File: src/design/bounded_stable_priority_queue_unit_macros.svh
// Assertion helpers for the priority queue
`ifndef BOUNDED_STABLE_PRIORITY_QUEUE_UNIT_MACROS_SVH
`define BOUNDED_STABLE_PRIORITY_QUEUE_UNIT_MACROS_SVH

// expression holds at every edge out of reset
`define BSPQ_ASSERT_ALWAYS(label, clk, rst_n, expr) \
	label: assert property (@(posedge clk) disable iff (!(rst_n)) (expr)) \
		else $error("queue invariant violated");

// consequent holds in the cycle after the antecedent
`define BSPQ_ASSERT_NEXT(label, clk, rst_n, ante, cons) \
	label: assert property (@(posedge clk) disable iff (!(rst_n)) (ante) |=> (cons)) \
		else $error("queue sequencing violated");

`endif

File: src/design/bspq_pkg.sv
package bspq_pkg;

	localparam int DEPTH = 16;
	localparam int CNT_W = $clog2(DEPTH + 1);
	localparam int CAP_W = 5;
	localparam int CMP_W = (CNT_W > CAP_W) ? CNT_W : CAP_W;

	localparam logic [1:0] ST_INSERT  = 2'd0;
	localparam logic [1:0] ST_DROP    = 2'd1;
	localparam logic [1:0] ST_DEQUEUE = 2'd2;
	localparam logic [1:0] ST_EMPTY   = 2'd3;

	localparam logic KIND_ENQ = 1'b0;
	localparam logic KIND_DEQ = 1'b1;

	typedef struct packed {
		logic [7:0]  prio;
		logic [15:0] id;
		logic [31:0] size;
		logic [7:0]  src;
		logic [7:0]  dst;
		logic [31:0] arrival;
	} entry_t;

	typedef struct packed {
		logic ins;
		logic del;
	} cell_ctl_t;

endpackage

File: src/design/bspq_cell.sv
module bspq_cell
	import bspq_pkg::*;
(
	input  logic      clk,
	input  cell_ctl_t ctl,
	input  logic      occupied,
	input  logic [7:0] key,
	input  entry_t    new_entry,
	input  entry_t    left_entry,
	input  logic      left_ge,
	input  entry_t    right_entry,
	output entry_t    entry_q,
	output logic      ge
);

	assign ge = occupied && (entry_q.prio >= key);

	// insert: keep if ahead of key, take new at the boundary, else shift right; delete: take the right neighbor
	always_ff @(posedge clk) begin
		if (ctl.ins) begin
			if (!ge) begin
				entry_q <= left_ge ? new_entry : left_entry;
			end
		end else if (ctl.del) begin
			entry_q <= right_entry;
		end
	end

endmodule

File: src/design/bounded_stable_priority_queue_unit.sv
// Bounded stable priority queue of packet descriptors.
// Input channel (in_valid/in_stall): kind 0 enqueues the descriptor fields,
// kind 1 dequeues the head. A transfer happens when in_valid is high and
// in_stall is low. Output channel (out_valid/out_stall): one result per
// input transfer, in order: status, the dequeued descriptor (zero unless a
// dequeue succeeded), occupancy and the saturating attempt/drop counters.
// Entries sit in a row of DEPTH cells, head at cell 0; every cell compares
// its priority with the new key, and the cells behind an insert (or all, on
// a dequeue) shift in the same cycle. One item is taken every cycle while
// in_stall is low; its result is in the output register the cycle after.
// While a result waits under out_stall, in_stall is high; new items enter
// as soon as the held result is taken (same cycle).
// cfg_wr_en/cfg_wr_data write capacity_limit (values above DEPTH act as
// DEPTH); write it only while the queue is idle.
// Reset empties the queue, clears counters and sets the capacity to 16.
module bounded_stable_priority_queue_unit
	import bspq_pkg::*;
(
	input  logic        clk,
	input  logic        arst_n,
	input  logic        cfg_wr_en,
	input  logic [4:0]  cfg_wr_data,
	input  logic        in_valid,
	output logic        in_stall,
	input  logic        kind,
	input  logic [15:0] packet_id,
	input  logic [7:0]  priority_req,
	input  logic [31:0] size_bits,
	input  logic [7:0]  source_node,
	input  logic [7:0]  dest_node,
	input  logic [31:0] arrival_bits,
	output logic        out_valid,
	input  logic        out_stall,
	output logic [1:0]  status,
	output logic [15:0] out_id,
	output logic [7:0]  out_priority,
	output logic [31:0] out_size_bits,
	output logic [7:0]  out_source,
	output logic [7:0]  out_dest,
	output logic [31:0] out_arrival_bits,
	output logic [4:0]  occupancy,
	output logic [31:0] attempts_seen,
	output logic [31:0] drops_seen
);

`include "bounded_stable_priority_queue_unit_macros.svh"

	logic [CAP_W-1:0] cap_q;
	logic [CNT_W-1:0] count_q;
	logic [31:0]      attempts_q;
	logic [31:0]      drops_q;
	logic             out_valid_q;
	logic [1:0]       status_q;
	entry_t           out_entry_q;

	logic             in_xfer;
	logic             full;
	logic             empty;
	logic [CMP_W-1:0] eff_cap;
	cell_ctl_t        ctl;
	entry_t           new_entry;
	entry_t           cell_q [DEPTH];
	logic             ge     [DEPTH];

	assign in_stall = out_valid_q && out_stall;
	assign in_xfer  = in_valid && !in_stall;

	assign eff_cap = (CMP_W'(cap_q) > CMP_W'(DEPTH)) ? CMP_W'(DEPTH) : CMP_W'(cap_q);
	assign full    = CMP_W'(count_q) >= eff_cap;
	assign empty   = (count_q == '0);

	assign ctl.ins = in_xfer && (kind == KIND_ENQ) && !full;
	assign ctl.del = in_xfer && (kind == KIND_DEQ) && !empty;

	assign new_entry = '{prio: priority_req, id: packet_id, size: size_bits,
		src: source_node, dst: dest_node, arrival: arrival_bits};

	for (genvar i = 0; i < DEPTH; i++) begin : g_cell
		entry_t left_e;
		entry_t right_e;
		logic   left_g;
		logic   occ;

		if (i == 0) begin : g_head
			assign left_e = new_entry;
			assign left_g = 1'b1;
		end else begin : g_body
			assign left_e = cell_q[i-1];
			assign left_g = ge[i-1];
		end

		if (i == DEPTH - 1) begin : g_tail
			assign right_e = cell_q[i];
		end else begin : g_inner
			assign right_e = cell_q[i+1];
		end

		assign occ = CNT_W'(i) < count_q;

		bspq_cell u_cell (
			.clk        (clk),
			.ctl        (ctl),
			.occupied   (occ),
			.key        (priority_req),
			.new_entry  (new_entry),
			.left_entry (left_e),
			.left_ge    (left_g),
			.right_entry(right_e),
			.entry_q    (cell_q[i]),
			.ge         (ge[i])
		);
	end

	always_ff @(posedge clk or negedge arst_n) begin
		if (!arst_n) begin
			cap_q       <= CAP_W'(16);
			count_q     <= '0;
			attempts_q  <= '0;
			drops_q     <= '0;
			out_valid_q <= 1'b0;
			status_q    <= ST_INSERT;
		end else begin
			if (cfg_wr_en) begin
				cap_q <= cfg_wr_data;
			end
			if (in_xfer) begin
				out_valid_q <= 1'b1;
				if (kind == KIND_ENQ) begin
					if (attempts_q != '1) begin
						attempts_q <= attempts_q + 32'd1;
					end
					if (full) begin
						if (drops_q != '1) begin
							drops_q <= drops_q + 32'd1;
						end
						status_q <= ST_DROP;
					end else begin
						count_q  <= count_q + CNT_W'(1);
						status_q <= ST_INSERT;
					end
				end else begin
					if (empty) begin
						status_q <= ST_EMPTY;
					end else begin
						count_q  <= count_q - CNT_W'(1);
						status_q <= ST_DEQUEUE;
					end
				end
			end else if (!out_stall) begin
				out_valid_q <= 1'b0;
			end
		end
	end

	always_ff @(posedge clk) begin
		if (in_xfer) begin
			out_entry_q <= ctl.del ? cell_q[0] : '0;
		end
	end

	assign out_valid        = out_valid_q;
	assign status           = status_q;
	assign out_id           = out_entry_q.id;
	assign out_priority     = out_entry_q.prio;
	assign out_size_bits    = out_entry_q.size;
	assign out_source       = out_entry_q.src;
	assign out_dest         = out_entry_q.dst;
	assign out_arrival_bits = out_entry_q.arrival;
	assign occupancy        = 5'(count_q);
	assign attempts_seen    = attempts_q;
	assign drops_seen       = drops_q;

	`BSPQ_ASSERT_ALWAYS(a_count_bound, clk, arst_n, CMP_W'(count_q) <= CMP_W'(DEPTH))
	`BSPQ_ASSERT_ALWAYS(a_drops_le_attempts, clk, arst_n, drops_q <= attempts_q)
	`BSPQ_ASSERT_NEXT(a_deq_result, clk, arst_n, ctl.del, out_valid_q && status_q == ST_DEQUEUE)
	`BSPQ_ASSERT_NEXT(a_stall_hold, clk, arst_n, out_valid_q && out_stall, out_valid_q && $stable(status_q))

endmodule

File: config.mk
export PLATFORM = sky130hd
export DESIGN_NAME = bounded_stable_priority_queue_unit
export DESIGN_NICKNAME = d
export VERILOG_FILES = /design/src/design/bspq_pkg.sv /design/src/design/bspq_cell.sv /design/src/design/bounded_stable_priority_queue_unit.sv
export VERILOG_INCLUDE_DIRS = /design/src /design/src/design
export SDC_FILE = /design/constraint.sdc
export NUM_CORES = 2
export LEC_CHECK = 0
export ABC_AREA = 1
export ABC_CLOCK_PERIOD_IN_PS = 7300
export BUFFER_PORTS_ARGS = -buffer_cell sky130_fd_sc_hd__buf_2
export CAP_MARGIN = 10
export CORE_MARGIN = 4
export CORE_UTILIZATION = 40
export DETAILED_ROUTE_END_ITERATION = 16
export GPL_TIMING_DRIVEN = 0
export PLACE_DENSITY_LB_ADDON = 0.25
export SLEW_MARGIN = 30
export SYNTH_ARGS = -nofsm -noshare
export SYNTH_HDL_FRONTEND = slang
export SYNTH_HIERARCHICAL = 1
export SYNTH_SLANG_ARGS = --single-unit
export TNS_END_PERCENT = 100
File: constraint.sdc
create_clock -name clk -period 7.3 [get_ports clk]
set_input_delay 0.73 -clock clk [delete_from_list [all_inputs] [get_ports clk]]
set_output_delay 0.73 -clock clk [all_outputs]
set_load 0.01 [all_outputs]
==> flow_metrics.py <==
metrics = {
    "placed_design": {
        "dp_cells": 14400,
        "postPlaceCellArea_sq_um": 104000,
        "place_congestion": 0.924,
        "pre_cts_slack_ns": 1.55,
        "portBuffers": 289,
        "hpwlAfterDp_mm": 243,
    },
    "critical_path": {
        "cpMaxStageDelayCell": "dfrtp_1",
        "worst_ep_required_time_ns": 7.81,
        "r2r_cells": 17,
        "worstSetupPathType": "flip-flop to flip-flop",
        "timing.rr.start": "occupancy[0]",
        "cp_data_arrival_time_ns": 6.11,
        "cp-start-kind": "flip-flop",
        "reg2reg_slack_ns": 1.70,
        "critPathMostFrequentCell": "nand2_1",
        "path_max_fanout": 82,
        "cp_cell_sequence": "inv_1 > ha_1 > inv_1 > nand2_1 > nand2_1 > nor2_1 > nor2_1 > nand2_1 > inv_8 > buf_16 > inv_2 > buf_6 > buf_2 > nand2_1 > nand2_4 > buf_12 > buf_16",
        "end_kind": "flip-flop",
        "r2r_end": "g_cell[0].u_cell/entry_q[40]",
        "cp_num_buf_inv": 9,
        "cpLargestDelayFamily": "buffers and inverters",
        "slowest_delay_ns": 0.53,
    },
    "synth": {
        "synth_area_per_cell_sq_um": 8.99,
        "syn_area_sq_um": 97500,
        "synth_cells": 10800,
        "yosysWarnings": 6,
    },
    "sta": {
        "final.min_clock_period_ns": 5.60,
        "hold_slack_ns": 0.0924,
        "fin_crit_sh_pct": 76.7,
        "setup_viol": 0,
        "tightest_slew_ns": 1.04,
        "timing.final.ws_setup_ns": 1.70,
        "final_hold_viol_count": 0,
        "max_freq_mhz": 179,
        "finalMaxSlewViolations": 0,
        "setup_tns_ns": 0,
        "slew-limit-headroom_pct": 30.9,
        "rsz0062_at_grt": "no",
        "finalClockSkew_ns": 0.0332,
    },
    "global_routing": {
        "grt_pass1_vias": 82100,
        "grt_max_degree": 83,
        "grtUsageTotal_pct": 26.3,
        "grt_pass1_wl_mm": 506,
        "antenna_found_initial": 26,
        "overflow": 0,
    },
    "floorplanning": {
        "core_area_sq_um": 242000,
        "floorplan.initialDensity_pct": 40.3,
        "rows": 180,
        "die_width_um": 502,
        "pin_count": 292,
        "dieArea_sq_um": 252000,
        "die_h_um": 502,
    },
    "cts": {
        "htreeDepth": 4,
        "cts_made_buffers": 206,
        "post_cts_buffers": 0,
        "cts_resized": 0,
        "cts_tree": "yes",
        "cts.sinks": 1845,
        "cts_hold_buf": 1,
        "cts-root-buf": "clkbuf_16",
        "cts.clk_slew.worst_paths_ns": 0.06,
        "cts_buffer_depth": 3,
        "clk-insertion-delay-late_ns": 0.87,
    },
    "route": {
        "drt-met1-wl_mm": 139,
        "drtIter0Drc": 9428,
        "drt-total-wl_mm": 342,
        "top_layer": "met5",
        "wl_met2_mm": 155,
        "ant_nets": 0,
        "viasPerCell": 5.65,
        "wl_met3_mm": 32.8,
        "vias": 83500,
        "wl_per_cell_um": 23.2,
        "drc": 0,
        "first_pass_iters": 6,
    },
    "power_and_ir_drop": {
        "power_mw": 42.6,
        "ir_drop_mv": 0.259,
        "p_per_area_nw_per_um2": 384,
        "p_leak_nw": 42.9,
    },
    "final_layout": {
        "drive_gt1_share_pct": 13.9,
        "layout_common_cells": "2393 x o21ai_0, 2265 x nand2_1, 1768 x edfxtp_1, 1446 x nor2_1, 960 x o21ai_1",
        "area_growth_pct": 13.8,
        "finish.instance_area_sq_um": 111000,
        "fin_nets": 11600,
        "utilization_pct": 45.9,
        "stdcell_count": 14800,
        "final_common_cell": "o21ai_0",
    },
    "run": {
        "drv_cap": 0,
    },
    "worst_hold_path": {
        "min-delay-path-class": "input pin to flip-flop",
        "hold_start": "cfg_wr_data[0]",
        "holdPathStages": 3,
        "hold_end": "cap_q[0]",
    },
    "outcome": {
        "outcome": "finished, final reports clean",
    },
}
## worst min-delay path, delay by kind of cell
kind | cells | cell delay (ns)
AO/OA/AOI/OAI | 1 | 0.06
buffers and inverters | 1 | 0.08
AND/OR/NAND/NOR | 1 | 0.04
## layer usage
metal  vias to the layer above  global-route usage [%]
met3                       724                    4.94
li1                      38300                       -
met2                      4195                    42.3
met5                         -                       0
met1                     40200                    35.0
met4                        10                    11.1
## power breakdown
| group | internal, mW | switching (mW) |
|---|---|---|
| combinational | 3.95 | 10.7 |
| sequential | 15.8 | 1.49 |
| clock | 6.23 | 4.47 |
| total | 26.0 | 16.6 |
## registers in the layout, indices dropped and copies added (netlist names), 5 cells and up
name,cells
out_priority,8
cap_q,5
out_arrival_bits,32
attempts_seen,32
out_dest,8
out_size_bits,32
out_id,16
occupancy,5
drops_seen,32
g_cell.u_cell/entry_q,1664
out_source,8
## how the worst max path moves through the flow
stage,from,end,slack (ns),depth (start not counted)
after detailed placement,out_stall,g_cell[0].u_cell/entry_q[42],1.55,12
after CTS,cap_q[1],g_cell[0].u_cell/entry_q[13],1.79,20
final,occupancy[0],g_cell[0].u_cell/entry_q[40],1.70,17
after floorplan,out_stall,g_cell[0].u_cell/entry_q[0],0.44,9
after global placement,out_stall,g_cell[0].u_cell/entry_q[42],-6.12,10
after global routing,cap_q[1],g_cell[0].u_cell/entry_q[42],1.48,20
## layout make-up
cell class	instances	area (sq um)
Antenna cell	34	85.1
Buffer	730	4210
Clock buffer	281	5700
Clock inverter	102	1140
Fill cell	23000	131000
Inverter	375	1470
Multi-Input combinational cell	7897	37000
Sequential cell	1845	55000
Tap cell	3185	3990
Timing Repair Buffer	325	2370
No activity file was read; power rests on OpenSTA's default activity.
